--- config.mk ---
export PLATFORM = sky130hd
export DESIGN_NAME = priority_bitmap_task_scheduler_flat
export DESIGN_NICKNAME = d
export VERILOG_FILES = /design/src/pbts_pkg.sv /design/src/pbts_if.sv /design/src/priority_bitmap_task_scheduler.sv /design/src/flat_wrapper.sv
export SDC_FILE = /design/constraint.sdc
export NUM_CORES = 1
export LEC_CHECK = 0
export BUFFER_PORTS_ARGS = -buffer_cell sky130_fd_sc_hd__clkbuf_2
export CAP_MARGIN = 20
export CORE_MARGIN = 10
export CORE_UTILIZATION = 25
export CTS_CLUSTER_DIAMETER = 150
export DETAILED_ROUTE_END_ITERATION = 10
export SKIP_LAST_GASP = 1
export SLEW_MARGIN = 0
export SYNTH_ARGS = -nofsm -noshare
export SYNTH_HDL_FRONTEND = slang
export SYNTH_MEMORY_MAX_BITS = 65536
export SYNTH_SLANG_ARGS = --single-unit
--- constraint.sdc ---
create_clock -name clk -period 2.9 [get_ports clk]
set_input_delay 0.435 -clock clk [delete_from_list [all_inputs] [get_ports clk]]
set_output_delay 0.435 -clock clk [all_outputs]
set_load 0.01 [all_outputs]
--- src/pbts_pkg.sv ---
`timescale 1ns / 1ps
// ----------------------------------------------------------------------------
// pbts_pkg
// Shared constants and types of the ready-bitmap task scheduler.
// ----------------------------------------------------------------------------
package pbts_pkg;

  localparam int unsigned NumLevelsDefault = 64;
  localparam int unsigned NumTasksDefault  = 64;
  localparam int unsigned LevelWidth       = 6;
  localparam int unsigned CountWidth       = 32;
  localparam logic [CountWidth-1:0] PermanentRunsReset = '1;

  typedef enum logic [2:0] {
    MODE_CREATE = 3'd0,
    MODE_STOP   = 3'd1,
    MODE_CHANGE = 3'd2,
    MODE_READY  = 3'd3,
    MODE_SUSP   = 3'd4,
    MODE_DONE   = 3'd5,
    MODE_TICK   = 3'd6,
    MODE_NONE   = 3'd7
  } mode_t;

  typedef enum logic [1:0] {
    KIND_SINGLE    = 2'd0,
    KIND_PERIODIC  = 2'd1,
    KIND_PERMANENT = 2'd2,
    KIND_ALT       = 2'd3
  } kind_t;

  typedef struct packed {
    logic [2:0]            mode;
    logic [LevelWidth-1:0] task_req;
    logic [1:0]            task_kind;
    logic [CountWidth-1:0] count;
  } req_t;

  typedef struct packed {
    logic [LevelWidth-1:0] next_task;
    logic                  status;
    logic                  refilled;
    logic [CountWidth-1:0] runs_remaining;
  } rsp_t;

  function automatic logic [2:0] low_bit(input logic [7:0] v);
    logic [2:0] r;
    r = 3'd0;
    for (int i = 7; i >= 0; i--) begin
      if (v[i]) begin
        r = i[2:0];
      end
    end
    return r;
  endfunction

  function automatic logic [CountWidth-1:0] load_for_kind(input logic [1:0] k,
      input logic [CountWidth-1:0] cnt, input logic [CountWidth-1:0] perm);
    logic [CountWidth-1:0] r;
    unique case (k)
      KIND_PERIODIC:  r = cnt;
      KIND_PERMANENT: r = perm;
      default:        r = CountWidth'(1);
    endcase
    return r;
  endfunction

endpackage

--- src/pbts_if.sv ---
`timescale 1ns / 1ps
// ----------------------------------------------------------------------------
// pbts_if
// Valid/ready channel carrying one word of a given payload type.
// ----------------------------------------------------------------------------
interface pbts_if #(parameter type payload_t = logic) ();
  logic     valid;
  logic     ready;
  payload_t data;
  modport source (output valid, output data, input ready);
  modport sink (input valid, input data, output ready);
endinterface

--- src/priority_bitmap_task_scheduler.sv ---
`timescale 1ns / 1ps
// ----------------------------------------------------------------------------
// priority_bitmap_task_scheduler
// Two-level ready bitmap scheduler with per-task state in a task memory.
// ----------------------------------------------------------------------------
// An ordinary word passes memory read, update, write back, then the result
// register. A tick, but for the first after reset, also picks and then
// rereads its task; a tick that hits the idle level also walks the task
// memory, one task at a time. One word is in flight at a time: no new word
// is accepted until its result is taken. Synchronous reset clears the
// bitmap, active flags and control state; task data is undefined.
module priority_bitmap_task_scheduler #(
  parameter int unsigned NUM_LEVELS = pbts_pkg::NumLevelsDefault,
  parameter int unsigned NUM_TASKS  = pbts_pkg::NumTasksDefault
) (
  input  logic                           clk,
  input  logic                           rst,
  pbts_if.sink                           in_ch,
  pbts_if.source                         out_ch,
  input  logic                           cfg_we,
  input  logic [pbts_pkg::CountWidth-1:0] cfg_wdata
);
  import pbts_pkg::*;

  localparam int unsigned TW = (NUM_TASKS > 1) ? $clog2(NUM_TASKS) : 1;
  localparam logic [LevelWidth-1:0] IdleLevel = LevelWidth'(NUM_LEVELS - 1);

  typedef enum logic [7:0] {
    ST_IDLE  = 8'b00000001,
    ST_RD    = 8'b00000010,
    ST_EXEC  = 8'b00000100,
    ST_WB    = 8'b00001000,
    ST_WRD   = 8'b00010000,
    ST_WEXEC = 8'b00100000,
    ST_PICK  = 8'b01000000,
    ST_OUT   = 8'b10000000
  } state_t;

  state_t state;
  req_t   req;
  logic [CountWidth-1:0] permanent_runs;
  logic [7:0] ready_groups;
  logic [7:0] ready_rows [8];
  logic [NUM_TASKS-1:0] task_active;
  logic started;
  logic [LevelWidth-1:0] chosen_task;
  logic refill;
  logic tick_fin;
  logic [TW:0] walk;

  // Task memory word: kind, reload count, runs left.
  logic [2+2*CountWidth-1:0] tmem [NUM_TASKS];
  logic [2+2*CountWidth-1:0] rd_data;
  logic [TW-1:0] rd_addr;
  logic          wr_en;
  logic [TW-1:0] wr_addr;
  logic [2+2*CountWidth-1:0] wr_data;

  always_ff @(posedge clk) begin
    if (wr_en) begin
      tmem[wr_addr] <= wr_data;
    end
    rd_data <= tmem[rd_addr];
  end

  logic in_tasks;
  logic [TW-1:0] t_idx;
  logic [2:0] grp;
  logic [2:0] bitp;
  logic [1:0] rd_kind;
  logic [CountWidth-1:0] rd_reload;
  logic [CountWidth-1:0] rd_runs;
  logic [2:0] py;
  logic [LevelWidth-1:0] pick_val;
  logic t_active;
  logic [TW-1:0] walk_idx;
  logic [LevelWidth-1:0] walk_lvl;
  rsp_t rsp;

  assign in_tasks  = 32'(req.task_req) < NUM_TASKS;
  assign t_idx     = TW'(req.task_req);
  assign grp       = req.task_req[5:3];
  assign bitp      = req.task_req[2:0];
  assign rd_kind   = rd_data[2+2*CountWidth-1 -: 2];
  assign rd_reload = rd_data[2*CountWidth-1 -: CountWidth];
  assign rd_runs   = rd_data[CountWidth-1:0];
  assign py        = low_bit(ready_groups);
  assign pick_val  = {py, low_bit(ready_rows[py])};
  assign t_active  = in_tasks && task_active[t_idx];
  assign walk_idx  = walk[TW-1:0];
  assign walk_lvl  = LevelWidth'(walk_idx);
  assign in_ch.ready = (state == ST_IDLE);
  assign out_ch.valid = (state == ST_OUT);
  assign out_ch.data = rsp;

  always_comb begin
    rd_addr = t_idx;
    if (state == ST_WRD) begin
      rd_addr = walk_idx;
    end
  end

  always_ff @(posedge clk) begin
    if (rst) begin
      permanent_runs <= PermanentRunsReset;
    end else if (cfg_we) begin
      permanent_runs <= cfg_wdata;
    end
  end

  logic [7:0] row_sus;
  assign row_sus = ready_rows[grp] & ~(8'd1 << bitp);

  // The runs field takes a pending write to the task, else the value read.
  logic [CountWidth-1:0] runs_now;
  always_comb begin
    runs_now = rd_runs;
    if (wr_en && wr_addr == t_idx) begin
      runs_now = wr_data[CountWidth-1:0];
    end
  end

  always_ff @(posedge clk) begin
    if (rst) begin
      state        <= ST_IDLE;
      ready_groups <= '0;
      for (int i = 0; i < 8; i++) begin
        ready_rows[i] <= '0;
      end
      task_active  <= '0;
      started      <= 1'b0;
      chosen_task  <= '0;
      wr_en        <= 1'b0;
      walk         <= '0;
      refill       <= 1'b0;
      tick_fin     <= 1'b0;
    end else begin
      wr_en <= 1'b0;
      unique case (state)
        ST_IDLE: begin
          if (in_ch.valid) begin
            req      <= in_ch.data;
            refill   <= 1'b0;
            tick_fin <= 1'b0;
            state    <= ST_RD;
          end
        end
        ST_RD: begin
          state <= ST_EXEC;
        end
        ST_EXEC: begin
          state <= ST_WB;
          rsp.status   <= 1'b0;
          rsp.refilled <= 1'b0;
          if (tick_fin) begin
            rsp.refilled <= refill;
          end else begin
            unique case (req.mode)
              MODE_CREATE: begin
                if (!in_tasks || task_active[t_idx]) begin
                  rsp.status <= 1'b1;
                end else begin
                  wr_en   <= 1'b1;
                  wr_addr <= t_idx;
                  wr_data <= {req.task_kind, req.count,
                              load_for_kind(req.task_kind, req.count, permanent_runs)};
                  task_active[t_idx] <= 1'b1;
                  if (32'(req.task_req) < NUM_LEVELS) begin
                    ready_groups[grp]    <= 1'b1;
                    ready_rows[grp][bitp] <= 1'b1;
                  end
                end
              end
              MODE_STOP: begin
                if (req.task_req == '0 || !in_tasks) begin
                  rsp.status <= 1'b1;
                end else begin
                  task_active[t_idx] <= 1'b0;
                  if (32'(req.task_req) < NUM_LEVELS) begin
                    ready_rows[grp] <= row_sus;
                    if (row_sus == '0) ready_groups[grp] <= 1'b0;
                  end
                end
              end
              MODE_CHANGE: begin
                if (!t_active) begin
                  rsp.status <= 1'b1;
                end else begin
                  wr_en   <= 1'b1;
                  wr_addr <= t_idx;
                  wr_data <= {rd_kind, req.count, rd_runs};
                end
              end
              MODE_READY: begin
                if (32'(req.task_req) < NUM_LEVELS) begin
                  ready_groups[grp]    <= 1'b1;
                  ready_rows[grp][bitp] <= 1'b1;
                end
              end
              MODE_SUSP: begin
                if (32'(req.task_req) < NUM_LEVELS) begin
                  ready_rows[grp] <= row_sus;
                  if (row_sus == '0) ready_groups[grp] <= 1'b0;
                end
              end
              MODE_DONE: begin
                if (in_tasks) begin
                  wr_en   <= 1'b1;
                  wr_addr <= t_idx;
                  wr_data <= {rd_kind, rd_reload, {CountWidth{1'b0}}};
                end
                if (req.task_req != IdleLevel && 32'(req.task_req) < NUM_LEVELS) begin
                  ready_rows[grp] <= row_sus;
                  if (row_sus == '0) ready_groups[grp] <= 1'b0;
                end
              end
              MODE_TICK: begin
                if (!started) begin
                  started     <= 1'b1;
                  chosen_task <= '0;
                end else begin
                  if (32'(req.task_req) < NUM_LEVELS) begin
                    ready_rows[grp] <= row_sus;
                    if (row_sus == '0) ready_groups[grp] <= 1'b0;
                  end
                  walk  <= '0;
                  state <= ST_PICK;
                end
              end
              default: begin
                rsp.status <= 1'b1;
              end
            endcase
          end
        end
        ST_WB: begin
          state              <= ST_OUT;
          rsp.next_task      <= (req.mode == MODE_TICK) ? chosen_task : pick_val;
          rsp.runs_remaining <= t_active ? runs_now : '0;
        end
        ST_PICK: begin
          if (!refill && pick_val == IdleLevel) begin
            refill <= 1'b1;
            walk   <= '0;
            state  <= ST_WRD;
          end else begin
            chosen_task <= pick_val;
            tick_fin    <= 1'b1;
            state       <= ST_RD;
          end
        end
        ST_WRD: begin
          state <= ST_WEXEC;
        end
        ST_WEXEC: begin
          if (task_active[walk_idx]) begin
            wr_en   <= 1'b1;
            wr_addr <= walk_idx;
            wr_data <= {rd_kind, rd_reload,
                        load_for_kind(rd_kind, rd_reload, permanent_runs)};
            if (32'(walk_idx) < NUM_LEVELS) begin
              ready_groups[walk_lvl[5:3]] <= 1'b1;
              ready_rows[walk_lvl[5:3]][walk_lvl[2:0]] <= 1'b1;
            end
          end
          if (32'(walk) == NUM_TASKS - 1) begin
            state <= ST_PICK;
          end else begin
            walk  <= walk + 1'b1;
            state <= ST_WRD;
          end
        end
        ST_OUT: begin
          if (out_ch.ready) begin
            state <= ST_IDLE;
          end
        end
        default: state <= ST_IDLE;
      endcase
    end
  end

endmodule

--- src/flat_wrapper.sv ---
// flat-port wrapper written by rule: the top's interface ports become plain ports
module priority_bitmap_task_scheduler_flat import pbts_pkg::*;
#(
  parameter int unsigned NUM_LEVELS = pbts_pkg::NumLevelsDefault,
  parameter int unsigned NUM_TASKS  = pbts_pkg::NumTasksDefault
)
  (clk, rst, cfg_we, cfg_wdata, in_ch_valid, in_ch_data, in_ch_ready, out_ch_valid, out_ch_data, out_ch_ready);
  pbts_if in_ch_i ();
  pbts_if out_ch_i ();
  input  logic clk;
  input  logic rst;
  input  logic cfg_we;
  input  logic [pbts_pkg::CountWidth-1:0] cfg_wdata;
  input wire logic [$bits(in_ch_i.valid)-1:0] in_ch_valid;
  input wire logic [$bits(in_ch_i.data)-1:0] in_ch_data;
  output wire logic [$bits(in_ch_i.ready)-1:0] in_ch_ready;
  output wire logic [$bits(out_ch_i.valid)-1:0] out_ch_valid;
  output wire logic [$bits(out_ch_i.data)-1:0] out_ch_data;
  input wire logic [$bits(out_ch_i.ready)-1:0] out_ch_ready;
  assign in_ch_i.valid = in_ch_valid;
  assign in_ch_i.data = in_ch_data;
  assign in_ch_ready = in_ch_i.ready;
  assign out_ch_valid = out_ch_i.valid;
  assign out_ch_data = out_ch_i.data;
  assign out_ch_i.ready = out_ch_ready;
  priority_bitmap_task_scheduler #(.NUM_LEVELS(NUM_LEVELS), .NUM_TASKS(NUM_TASKS)) u_core (.clk(clk), .rst(rst), .in_ch(in_ch_i), .out_ch(out_ch_i), .cfg_we(cfg_we), .cfg_wdata(cfg_wdata));
endmodule
# [Word level (Yosys, flattened, before mapping)]
# Memories as Yosys holds them, arrays and structs flattened. A register that Yosys moved wholly into a read port is not among the register bits.
# Cells that the tools add are included.
[op_classes] n_addsub=1 order_cmp=5 n_eq_ne=21 mux=69 bitwise_logic=6 n_reduce_logical=20
[ops] operator="66-bit 2-to-1 mux" n=3
[ops] operator="66-bit case mux with 2 select lines" n=1
[ops] operator="32-bit case mux with 2 select lines" n=1
[ops] operator="8-bit case mux with 8 select lines" n=1
[ops] operator="8-bit 2-to-1 mux" n=7
[ops] operator="3-bit 2-to-1 mux" n=17
[ops] operator="6-bit 2-to-1 mux" n=4
[ops] operator="1-bit 2-to-1 mux" n=22
[ops] operator="7-bit 2-to-1 mux" n=3
[ops] operator="8-bit case mux with 2 select lines" n=1
[ops] operator="5-bit AND reduction" n=3
[ops] operator="7-bit case mux with 2 select lines" n=1
[ops] operator="6-bit case mux with 2 select lines" n=1
[ops] operator="3-bit AND reduction" n=4
[ops] operator="2-bit != test (second input constant)" n=5
[ops] operator="8-bit by 1-bit == test with 1-bit output (second input constant)" n=1
[ops] operator="8-bit by 2-bit == test with 1-bit output (second input constant)" n=1
[ops] operator="8-bit by 3-bit == test with 1-bit output (second input constant)" n=1
[ops] operator="8-bit by 4-bit == test with 1-bit output (second input constant)" n=1
[ops] operator="8-bit by 5-bit == test with 1-bit output (second input constant)" n=1
[ops] operator="8-bit by 6-bit == test with 1-bit output (second input constant)" n=1
[ops] operator="8-bit by 7-bit == test with 1-bit output (second input constant)" n=1
[ops] operator="8-bit == test (second input constant)" n=1
[ops] operator="3-bit by 4-bit less-than comparator with 1-bit output (second input constant)" n=2
[ops] operator="other kinds (24)" n=38
[totals] reg_bits=133 mem_bits_rw=4288 inputBits=38 output_inout_bits=3 word_cells=137 mem_count=2
[mem_list] memory="u_core.tmem" depth=64 word_bits=66 rd=1 rd_ports_with_merged_regs=1 wr=1 line_no="priority_bitmap_task_scheduler.sv:52" source="logic [2+2*CountWidth-1:0] tmem [NUM_TASKS];"
[mem_list] memory="u_core.ready_rows" depth=8 word_bits=8 rd=1 rd_ports_with_merged_regs=0 wr=8 line_no="priority_bitmap_task_scheduler.sv:43" source="logic [7:0] ready_rows [8];"

# [Longest topological paths before layout]
# Gate-level depths: netlist of run 1.
# An unclocked memory read counts as a cell.
[depth] ltp_word=21 depth_mapped=9 ltp_nobuf=7

# [Worst setup path after synthesis of run 1]
# Ideal clock, no wire load.
[synth_path] path_type="reg2reg" startpoint="register u_core.state[0]" endpoint="register u_core.wr_addr[0] (enable)" setup_time_ps=376 t_arrival_ps=2219 required_ps=2524 slack_ps=305 path_stages_with_launch=8 path_buffers=3 period_less_slack_ps=2595 cell_sequence="dfxtp_1 buf_6 or4_4 buf_6 nor4_2 buf_2 a31oi_1 nor2_1"
[synth_between] elab_chain_cells=3 word_cells_on_any_way=7 classes_between="eq/ne (5); reduce/logical (2)"
[synth_rtl] element="start: declaration" line_no="priority_bitmap_task_scheduler.sv:39" source="state_t state;"
[synth_rtl] element="start signal: assignment" line_no="priority_bitmap_task_scheduler.sv:125" source="state <= ST_IDLE;"
[synth_rtl] element="start signal: assignment" line_no="priority_bitmap_task_scheduler.sv:145" source="state <= ST_RD;"
[synth_rtl] element="start signal: assignment" line_no="priority_bitmap_task_scheduler.sv:149" source="state <= ST_EXEC;"
[synth_rtl] element="8-bit by 6-bit == test with 1-bit output or 8-bit by 3-bit == test with 1-bit output (tied branches)"
[synth_rtl] element="2-bit by 1-bit != test with 1-bit output (no line), or another cell as far along"
[synth_rtl] element="5-bit AND reduction (no line) *"
[synth_rtl] element="end signal: assignment" line_no="priority_bitmap_task_scheduler.sv:164" source="wr_addr <= t_idx;"
[synth_rtl] element="end signal: assignment" line_no="priority_bitmap_task_scheduler.sv:190" source="wr_addr <= t_idx;"
[synth_rtl] element="end signal: assignment" line_no="priority_bitmap_task_scheduler.sv:209" source="wr_addr <= t_idx;"
[synth_rtl] element="end: declaration" line_no="priority_bitmap_task_scheduler.sv:56" source="logic [TW-1:0] wr_addr;"
# Every way passes the cells marked *; elsewhere a longest branch is shown, timed or not.
# A chain may end at the register's enable or synchronous reset.

# [Worst setup path after layout of run 1]
[layout_path] startpoint="register u_core.state[0]" endpoint="register u_core.rd_data[64] (read register of u_core.tmem)"
[layout_between] elab_chain_cells=2
[layout_rtl] element="8-bit by 5-bit == test with 1-bit output" line_no="priority_bitmap_task_scheduler.sv:98" source="if (state == ST_WRD) begin"
[layout_rtl] element="6-bit 2-to-1 mux" line_no="priority_bitmap_task_scheduler.sv:98"
[layout_rtl] element="end: declaration" line_no="priority_bitmap_task_scheduler.sv:53" source="logic [2+2*CountWidth-1:0] rd_data;"
# No other way between the ends.

==> impl_metrics.py, run 1 <==
metrics = {
    "yosys": {
        "synth-edff-count": 268,
        "yosys_warnings": 0,
        "postSynthNetCount": 950,
        "synth.cell_area_um2": 12800,
        "synth.lib_cells_used.distinct": 69,
        "post_synth_inst_count": 909,
        "postSynthRegisterBits": 308,
        "postSynth.topFlopCell": "sky130_fd_sc_hd__edfxtp_1",
        "post-synth-top-area-cell": "sky130_fd_sc_hd__edfxtp_1",
        "portion_of_the_post_synthesis_area_used_by_sequential_elements": 0.691,
        "synth.avg_cell_area_um2": 14.1,
        "synth.area.top_cells": "sky130_fd_sc_hd__edfxtp_1, sky130_fd_sc_hd__dfxtp_1, sky130_fd_sc_hd__mux2i_1",
        "asyncSetResetFlopFracSynth": 0,
        "netlist.area_leader.share": 0.628,
    },
    "global_routing": {
        "grt_antenna_before_repair": 0,
        "grt_max_degree": 65,
        "grt.overflow.total": 0,
        "grt_first_pass_wirelength_um": 47200,
        "groute.usage.overall": 0.100,
        "grt_pass1_vias": 7776,
    },
    "power": {
        "worst_vdd_drop_mv": 0.297,
        "pwrdens_nw_per_um2": 617,
        "report.power.total_mw": 9.15,
        "cellLeakagePower_nw": 4.57,
    },
    "finish": {
        "fillers": 5005,
        "synth_to_final_area_change_pct": 15.8,
        "finalNetCount": 972,
        "drive_above_1_share": 0.155,
        "post-route-cell-area_um2": 14800,
        "layout.area.seq_um2": 8860,
        "multi_input_area_um2": 3620,
        "antenna-diode-count": 0,
    },
    "placed_design": {
        "quantity_of_i_o_buffers_inserted_on_ports": 9,
        "post-dp-hpwl_um": 20200,
        "place.gp.congestion": 0.870,
        "dp_slack_ps": 254,
        "placed_area_um2": 13800,
    },
    "critical_path": {
        "required_ps": 3330,
        "worstPathArrival_ps": 3110,
        "worstPathMaxFanout": 12,
        "startpoint_type": "flip-flop",
        "worstSetupEndpointType": "flip-flop",
        "crit_type": "reg2reg",
        "count_of_cells_along_the_worst_register_to_register_path": 6,
    },
    "clock_tree": {
        "postCtsHoldBufs": 0,
        "cts_buffers": 35,
        "cts_tree": "done",
        "cts.clk_slew.worst_paths_ps": 60,
        "sinks_on_clock_net": 308,
        "cts-root-to-sink-buffers": 3,
        "htreeDepth": 2,
        "postCtsSetupBuffers": 0,
        "clk_root_buffer_cell": "sky130_fd_sc_hd__clkbuf_16",
        "insertion_delay_ps": 520,
        "post_cts.resized_instances": 0,
    },
    "timing": {
        "tns_ps": 0,
        "fin_ws_ps": 220,
        "worst_slew_margin_rel": 0.507,
        "fmax_ghz": 0.373,
        "finalCriticalPeriod_ps": 2680,
        "worst_pin_slew_ps": 740,
        "number_of_max_slew_violations_in_the_final_report": 0,
        "final.hold.worst_slack_ps": 105,
        "setup_repair_after_global_routing_missed_its_margin": "no",
        "report.final.setup_viol": 0,
        "clock_skew_ps": 17.1,
        "final_hold_viol_count": 0,
        "fin_crit_share": 0.924,
    },
    "die": {
        "fp.dieH_um": 246,
        "fp.coreArea_um2": 50400,
        "num_rows": 82,
        "floorplan.die_area_um2": 60700,
        "ioPinCount": 41,
        "die_width_um": 246,
        "starting_density_of_the_core": 0.254,
    },
    "min_path": {
        "holdCritPathClass": "in2reg",
        "worst_hold_path.num_cells": 1,
    },
    "routing": {
        "drc": 0,
        "drtIter0Drc": 696,
        "route.vias.total": 7813,
        "drt-pass1-iter-count": 5,
        "totalWireLength_um": 31200,
        "wl_per_cell_um": 19.2,
        "viasPerCell": 4.81,
        "ant_nets": 0,
    },
    "status": {
        "run_status": "complete, no violations",
    },
    "job": {
        "max_cap_violations": 0,
    },
}
-- layout by cell type, fill, tap and decap left out, types with 7 or more instances in the layout --
master                      instances
sky130_fd_sc_hd__a221oi_1           7
sky130_fd_sc_hd__a22oi_1            8
sky130_fd_sc_hd__clkbuf_16         35
sky130_fd_sc_hd__nor2_1           104
sky130_fd_sc_hd__mux4_2            16
sky130_fd_sc_hd__dfxtp_1           38
sky130_fd_sc_hd__a21oi_1           28
sky130_fd_sc_hd__o211ai_1          12
sky130_fd_sc_hd__clkbuf_1           7
sky130_fd_sc_hd__o31ai_1            7
sky130_fd_sc_hd__nor4_1             8
sky130_fd_sc_hd__mux2i_1           44
sky130_fd_sc_hd__o21ai_0           15
sky130_fd_sc_hd__nand2_1           46
sky130_fd_sc_hd__buf_4             33
sky130_fd_sc_hd__edfxtp_1         268
sky130_fd_sc_hd__a41oi_1            7
sky130_fd_sc_hd__clkbuf_2           9
sky130_fd_sc_hd__nor3_1            15
sky130_fd_sc_hd__mux2_2            17
sky130_fd_sc_hd__nand3_1           20
sky130_fd_sc_hd__a2bb2oi_1          7
sky130_fd_sc_hd__nor2b_1           27
sky130_fd_sc_hd__nand2b_1          10
sky130_fd_sc_hd__o22ai_1           10
sky130_fd_sc_hd__nand4_1            7
sky130_fd_sc_hd__inv_1             17
-- area by class of cell --
type	count	area share
clock buffer	43	0.0617
tap	672	0.0567
timing repair buffer	47	0.0265
clock inverter	15	0.00936
sequential	308	0.597
multi-input combinational	522	0.244
inverter	17	0.00430
-- per-stage QoR --
| step | cells | util |
|---|---|---|
| 2_1_floorplan | 909 | - |
| 3_3_place_gp | 1566 | 0.274 |
| 3_5_place_dp | 1566 | 0.274 |
| 4_1_cts | 1624 | 0.294 |
| 5_1_grt | 1624 | 0.294 |
| 6_report | 1624 | 0.294 |
-- kinds of logic (layout without fill, tap and decap cells) --
family                   after synthesis  count (layout)  share of synthesized area
flip-flops                           308             308                      0.691
buffers and inverters                 79             122                     0.0272
XOR/XNOR                               1               1                   0.000684
AND/OR/NAND/NOR                      285             285                      0.114
adder cells (fa/ha/maj)                3               3                    0.00293
multiplexers                          77              77                     0.0775
AO/OA/AOI/OAI                        156             156                     0.0869
-- power breakdown --
| group | total [mW] | switching, mW | internal, mW | leakage (nW) |
|---|---|---|---|---|
| clock | 4.11 | 1.69 | 2.42 | 0.515 |
| sequential | 4.79 | 0.0291 | 4.76 | 2.74 |
| combinational | 0.240 | 0.158 | 0.0814 | 1.32 |
| total | 9.15 | 1.88 | 7.27 | 4.57 |
-- final timing paths --
path	slack, ps	to	from
setup / recovery	220	u_core.rd_data[64]	u_core.state[0]
hold / removal	110	u_core.req[0]	in_ch_data
hold reg to reg	460	u_core.ready_groups[0]	u_core.ready_groups[0]
setup reg to reg	220	u_core.rd_data[64]	u_core.state[0]
-- sequential cells by signal (all words and copies together), names as in the netlist, 4 cells and up --
| signal | flops |
|---|---|
| u_core.tmem | 256 |
| u_core.walk | 7 |
| u_core.ready_groups | 8 |
| u_core.wr_addr | 6 |
| u_core.rd_data | 4 |
| u_core.wr_data | 4 |
| u_core.ready_rows | 8 |
| u_core.state | 8 |
-- cells in the mapped netlist, drive strengths merged, types with 7 or more instances --
cell type and number:
a22oi 8, clkbuf 29, a41oi 7, nor4 10
nor2 105, nor3 18, o211ai 12, o31ai 7
nand2 47, buf 33, a211oi 7, mux2 17
a21oi 28, o22ai 10, a2bb2oi 7, nor2b 27
nand3 20, mux4 16, nand4 7, edfxtp 268
mux2i 44, inv 17, dfxtp 40, a221oi 7
o21ai 21, nand2b 10
-- per-layer routing --
layer / wire, um / up-vias / GRT usage
met5: 0 / - / 0
met4: 710 / 0 / 0.0307
met3: 2470 / 53 / 0.0254
met2: 14800 / 293 / 0.163
met1: 13300 / 3911 / 0.128
li1: - / 3556 / -
-- worst max-delay path: stages (launching register included) --
cell	delay, ps
sky130_fd_sc_hd__dfxtp_1	390
sky130_fd_sc_hd__or4_4	700
sky130_fd_sc_hd__nor2_2	370
sky130_fd_sc_hd__nand2_1	310
sky130_fd_sc_hd__a221oi_1	440
sky130_fd_sc_hd__o32ai_1	180
sky130_fd_sc_hd__a211oi_2	190
Power figures use the tool's default switching activity.
==> inputs of run 2 (changes only) <==
BUFFER_PORTS_ARGS = not set   (was -buffer_cell sky130_fd_sc_hd__clkbuf_2)
DONT_BUFFER_PORTS = 1   (was not set)
==> impl_metrics.py, run 2 (synthesis results as in run 1) <==
metrics = {
    "timing": {
        "tns_ps": 0,
        "setup_repair_after_global_routing_missed_its_margin": "no",
        "finalCriticalPeriod_ps": 2630,
        "worst_pin_slew_ps": 925,
        "number_of_max_slew_violations_in_the_final_report": 0,
        "fmax_ghz": 0.380,
        "clock_skew_ps": 28.9,
        "worst_slew_margin_rel": 0.382,
        "report.final.setup_viol": 0,
        "final.hold.worst_slack_ps": 22.1,
        "final_hold_viol_count": 0,
        "fin_crit_share": 0.908,
    },
    "die": {
        "fp.dieH_um": 246,
        "num_rows": 82,
        "starting_density_of_the_core": 0.254,
        "die_width_um": 246,
        "fp.coreArea_um2": 50400,
        "ioPinCount": 41,
        "floorplan.die_area_um2": 60700,
    },
    "routing": {
        "totalWireLength_um": 30800,
        "viasPerCell": 4.83,
        "wl_per_cell_um": 19.1,
        "route.met3.wl_um": 2200,
        "drc": 0,
        "drt-pass1-iter-count": 5,
        "drtIter0Drc": 634,
        "m1WireLength_um": 13300,
        "route.vias.total": 7816,
        "highest-signal-layer": "met4",
        "ant_nets": 0,
        "met2RoutedLength_um": 14500,
    },
    "critical_path": {
        "required_ps": 3240,
        "worstSetupEndpointType": "flip-flop",
        "critPathBufInv": 1,
        "cp_cell_sequence": "or4b_1, buf_4, nor4b_1, o21ai_0, a221o_1, o21ai_0, nand4_1",
        "startpoint_type": "flip-flop",
        "worstPathMaxFanout": 8,
        "crit_slowest_cell": "sky130_fd_sc_hd__or4b_1",
        "worstPathArrival_ps": 2970,
        "crit_type": "reg2reg",
        "path_delay_family": "simple AND/OR/NAND/NOR gates",
        "max_stage_delay_ps": 720,
        "crit_path_frequent_cell": "sky130_fd_sc_hd__o21ai_0",
    },
    "placed_design": {
        "dpl.cell_count": 1558,
        "place.gp.congestion": 0.870,
        "quantity_of_i_o_buffers_inserted_on_ports": 0,
        "post-dp-hpwl_um": 20000,
    },
    "finish": {
        "post-route-util": 0.292,
        "multi_input_area_um2": 3620,
        "drive_above_1_share": 0.146,
        "finalNetCount": 964,
        "layout.area.seq_um2": 8860,
        "largest_reg_flops": 256,
        "antenna-diode-count": 0,
        "top_library_cells_by_usage_in_the_layout_fill_and_taps_aside": "sky130_fd_sc_hd__edfxtp_1, sky130_fd_sc_hd__nor2_1, sky130_fd_sc_hd__nand2_1, sky130_fd_sc_hd__mux2i_1, sky130_fd_sc_hd__dfxtp_1",
        "most_flop_heavy_register": "u_core.tmem",
        "synth_to_final_area_change_pct": 15.0,
        "fillers": 4994,
        "finalNonFillerCells": 1618,
        "commonest_non_fill_non_tap_cell_in_the_layout": "sky130_fd_sc_hd__edfxtp_1",
    },
    "clock_tree": {
        "htreeDepth": 2,
        "cts_buffers": 34,
        "postCtsSetupBuffers": 0,
        "clk_root_buffer_cell": "sky130_fd_sc_hd__clkbuf_16",
        "sinks_on_clock_net": 308,
        "cts.clk_slew.worst_paths_ps": 60,
        "cts-root-to-sink-buffers": 3,
        "cts_tree": "done",
        "insertion_delay_ps": 510,
    },
    "power": {
        "power_frac_comb": 0.025,
        "cellLeakagePower_nw": 4.51,
        "p_clk_frac": 0.442,
        "power.share.switching": 0.204,
        "p_switching_mw": 1.83,
        "p_int_mw": 7.15,
        "report.power.total_mw": 8.98,
        "pwrdens_nw_per_um2": 609,
        "proportion_of_power_drawn_by_flip_flops_and_latches": 0.534,
        "worst_vdd_drop_mv": 0.329,
    },
    "status": {
        "run_status": "complete, no violations",
    },
    "global_routing": {
        "grt_antenna_before_repair": 0,
        "grt.overflow.total": 0,
        "grt_pass1_vias": 7780,
        "grt_first_pass_wirelength_um": 47200,
        "grt_max_degree": 65,
        "groute.usage.overall": 0.0992,
    },
    "min_path": {
        "holdCritPathClass": "in2reg",
    },
    "job": {
        "max_cap_violations": 0,
    },
}
## run 2: changes by cell type in the layout (fill, tap and decap cells not counted), sizes merged
cell	previous run	this run
clkbuf	52	47
bufinv	2	1
clkinv	10	8
buf	38	39
dlygate4sd3	0	1
## run 2: power by group through the flow
stage               logic (mW)  clock network [mW]  registers [mW]
floorplan                0.185                   0            4.86
global placement         0.211                   0            4.89
detailed placement       0.211                   0            4.88
CTS                      0.218                4.02            4.79
global route             0.238                4.19            4.79
finish                   0.221                3.97            4.79
## run 2: path summary, 6_finish.rpt
kind	startpoint	end	slack, ps	depth (start not counted)
worst min register to register	u_core.ready_groups[0]	u_core.ready_groups[0]	460	2
worst max register to register	u_core.state[5]	u_core.rd_data[65]	270	7
worst max-delay path	u_core.state[5]	u_core.rd_data[65]	270	7
worst min-delay path	in_ch_data	u_core.req[0]	20	0
## run 2: metrics by stage
stage / worst slack (ps) / cell area, um^2
floorplan: 305 / 12800
global placement: 324 / 13700
detailed placement: 292 / 13700
CTS: 275 / 14700
global route: 192 / 14700
finish: 268 / 14700
## run 2: final cells by class
cell class	count	area share
flip-flops and latches	308	0.601
multi-input cells	522	0.246
clock buffers	47	0.0625
well taps	672	0.0571
repair buffers	40	0.0231
clock inverters	12	0.00594
inverters	17	0.00433
## run 2: worst register-to-register path, delay by kind of cell (launching register included)
family | cells | cell delay, ps
and+or+nand+nor | 3 | 1130
DFF | 1 | 380
buffers and inverters | 1 | 250
AOI/OAI and AO/OA | 3 | 720
## run 2: routing by layer
layer  up-vias  GRT usage
li1       3517          -
met1      3945      0.133
met3        61     0.0173
met5         -          0
met4         0     0.0336
met2       293      0.159
## run 2: what timing repair did
item	4_1_cts	5_1_grt
resized for setup	0	0
endpoints found under the hold margin	26	0
hold buffers	1	0
==> inputs of run 3 (changes only) <==
CORE_UTILIZATION = 35   (was 25)
SETUP_SLACK_MARGIN = 0.5   (was not set)
==> impl_metrics.py, run 3 (synthesis results as in run 1) <==
metrics = {
    "status": {
        "run_status": "complete, no violations",
    },
    "power": {
        "cellLeakagePower_nw": 4.74,
        "report.power.total_mw": 9.29,
        "pwrdens_nw_per_um2": 617,
        "worst_vdd_drop_mv": 0.380,
    },
    "critical_path": {
        "path_delay_family": "compound AO/OA/AOI/OAI gates",
        "r2r_endpoint": "u_core.rd_data[32]",
        "crit_slowest_cell": "sky130_fd_sc_hd__nor4b_4",
        "reg2reg_slack_ps": 520,
        "startpoint_type": "flip-flop",
        "worstPathMaxFanout": 9,
        "critPathBufInv": 3,
        "required_ps": 3280,
        "crit_type": "reg2reg",
        "worstPathArrival_ps": 2760,
        "count_of_cells_along_the_worst_register_to_register_path": 9,
        "worst_setup_path_startpoint": "u_core.state[6]",
        "worstSetupEndpointType": "flip-flop",
        "cp_cell_sequence": "buf_4, nor4b_4, buf_12, nand3_2, buf_6, a211oi_1, o31ai_1, o22ai_1, nand4_1",
        "rr_startpoint": "u_core.state[6]",
        "max_stage_delay_ps": 360,
    },
    "die": {
        "die_width_um": 211,
        "num_rows": 70,
        "starting_density_of_the_core": 0.352,
        "ioPinCount": 41,
        "fp.dieH_um": 211,
        "floorplan.die_area_um2": 44600,
        "fp.coreArea_um2": 36300,
    },
    "timing": {
        "setup_repair_after_global_routing_missed_its_margin": "yes",
        "worst_pin_slew_ps": 939,
        "tns_ps": 0,
        "worst_slew_margin_rel": 0.372,
        "fmax_ghz": 0.421,
        "fin_crit_share": 0.820,
        "fin_ws_ps": 523,
        "clock_skew_ps": 15.5,
        "final_hold_viol_count": 0,
        "number_of_max_slew_violations_in_the_final_report": 0,
        "report.final.setup_viol": 0,
        "finalCriticalPeriod_ps": 2380,
    },
    "min_path": {
        "hold-path-endpoint": "u_core.req[0]",
        "worst_hold_startpoint": "in_ch_data",
        "worst_hold_path.num_cells": 0,
        "holdCritPathClass": "in2reg",
    },
    "routing": {
        "drt-pass1-iter-count": 6,
        "route.vias.total": 7980,
        "drtIter0Drc": 968,
        "totalWireLength_um": 32400,
        "drc": 0,
        "wl_per_cell_um": 22.4,
        "viasPerCell": 5.51,
        "ant_nets": 0,
    },
    "finish": {
        "top_library_cells_by_usage_in_the_layout_fill_and_taps_aside": "sky130_fd_sc_hd__edfxtp_1, sky130_fd_sc_hd__nor2_1, sky130_fd_sc_hd__buf_4, sky130_fd_sc_hd__nand2_1, sky130_fd_sc_hd__mux2i_1",
        "drive_above_1_share": 0.206,
        "layout.area.seq_um2": 8860,
        "multi_input_area_um2": 3760,
        "fillers": 3297,
        "synth_to_final_area_change_pct": 17.6,
        "largest_reg_flops": 256,
        "finalNetCount": 994,
        "most_flop_heavy_register": "u_core.tmem",
        "commonest_non_fill_non_tap_cell_in_the_layout": "sky130_fd_sc_hd__edfxtp_1",
        "post-route-util": 0.414,
        "antenna-diode-count": 0,
    },
    "clock_tree": {
        "sinks_on_clock_net": 308,
        "insertion_delay_ps": 520,
        "cts_tree": "done",
        "cts_buffers": 34,
        "cts.clk_slew.worst_paths_ps": 60,
        "clk_root_buffer_cell": "sky130_fd_sc_hd__clkbuf_16",
        "htreeDepth": 2,
        "cts-root-to-sink-buffers": 3,
    },
    "global_routing": {
        "grt_first_pass_wirelength_um": 47700,
        "grt_pass1_vias": 7760,
        "grt.overflow.total": 0,
        "grt_max_degree": 65,
        "groute.usage.overall": 0.139,
        "grt_antenna_before_repair": 0,
    },
    "placed_design": {
        "place.gp.congestion": 0.876,
        "post-dp-hpwl_um": 20400,
        "dp_slack_ps": 317,
        "quantity_of_i_o_buffers_inserted_on_ports": 0,
    },
    "job": {
        "max_cap_violations": 0,
    },
}
-- run 3: cell types whose count changed in the layout (fill, tap and decap cells not counted), sizes merged --
cell,delta
bufinv,+1
buf,+27
clkinvlp,+5
clkbuf,-2
clkinv,+2
-- run 3: metal layers --
layer	GRT usage	share of wire
met5	0	0
met4	0.0496	0.031
met3	0.0274	0.081
met2	0.215	0.46
met1	0.191	0.43
-- run 3: worst register-to-register path: stages (launching register included) --
cell and delay (ps):
sky130_fd_sc_hd__dfxtp_1 310, sky130_fd_sc_hd__buf_4 170, sky130_fd_sc_hd__nor4b_4 360, sky130_fd_sc_hd__buf_12 200
sky130_fd_sc_hd__nand3_2 180, sky130_fd_sc_hd__buf_6 220, sky130_fd_sc_hd__a211oi_1 360, sky130_fd_sc_hd__o31ai_1 130
sky130_fd_sc_hd__o22ai_1 200, sky130_fd_sc_hd__nand4_1 110
-- run 3: cell type report --
cell class,instances,area share
clock buffers,42,0.0599
flip-flops and latches,308,0.588
clock inverters,20,0.0120
well taps,468,0.0389
inverters,17,0.00424
multi-input cells,522,0.250
repair buffers,70,0.0468
-- run 3: report_power, final --
part	switching, mW	total [mW]	internal (mW)	leakage [nW]
Clock	1.75	4.17	2.42	0.508
Combinational	0.194	0.324	0.130	1.50
Sequential	0.0345	4.80	4.77	2.74
-- run 3: metrics by stage --
stage,instance area (um^2),hold slack (ps),cells
floorplan,12800,414,909
global placement,13500,441,1356
detailed placement,13500,437,1356
CTS,14800,0.161,1428
global route,15100,2.54,1447
finish,15100,11.5,1447
-- run 3: worst max-delay path by stage --
stage	endpoint	slack, ps	depth (start not counted)
after global routing	u_core.rd_data[65]	460	7
after detailed placement	u_core.rd_data[64]	320	7
after CTS	u_core.rd_data[32]	460	8
final	u_core.rd_data[32]	520	9
after global placement	u_core.rd_data[65]	330	6
after floorplan	u_core.rd_data[32]	530	9
-- run 3: timing repair --
action	CTS	global route
gates resized for setup	10	23
cloned	0	3
hold buffers	1	0
pin swaps	5	10
endpoints found under the hold margin	26	0
endpoints found under the setup margin	8	26
buffers inserted	9	16
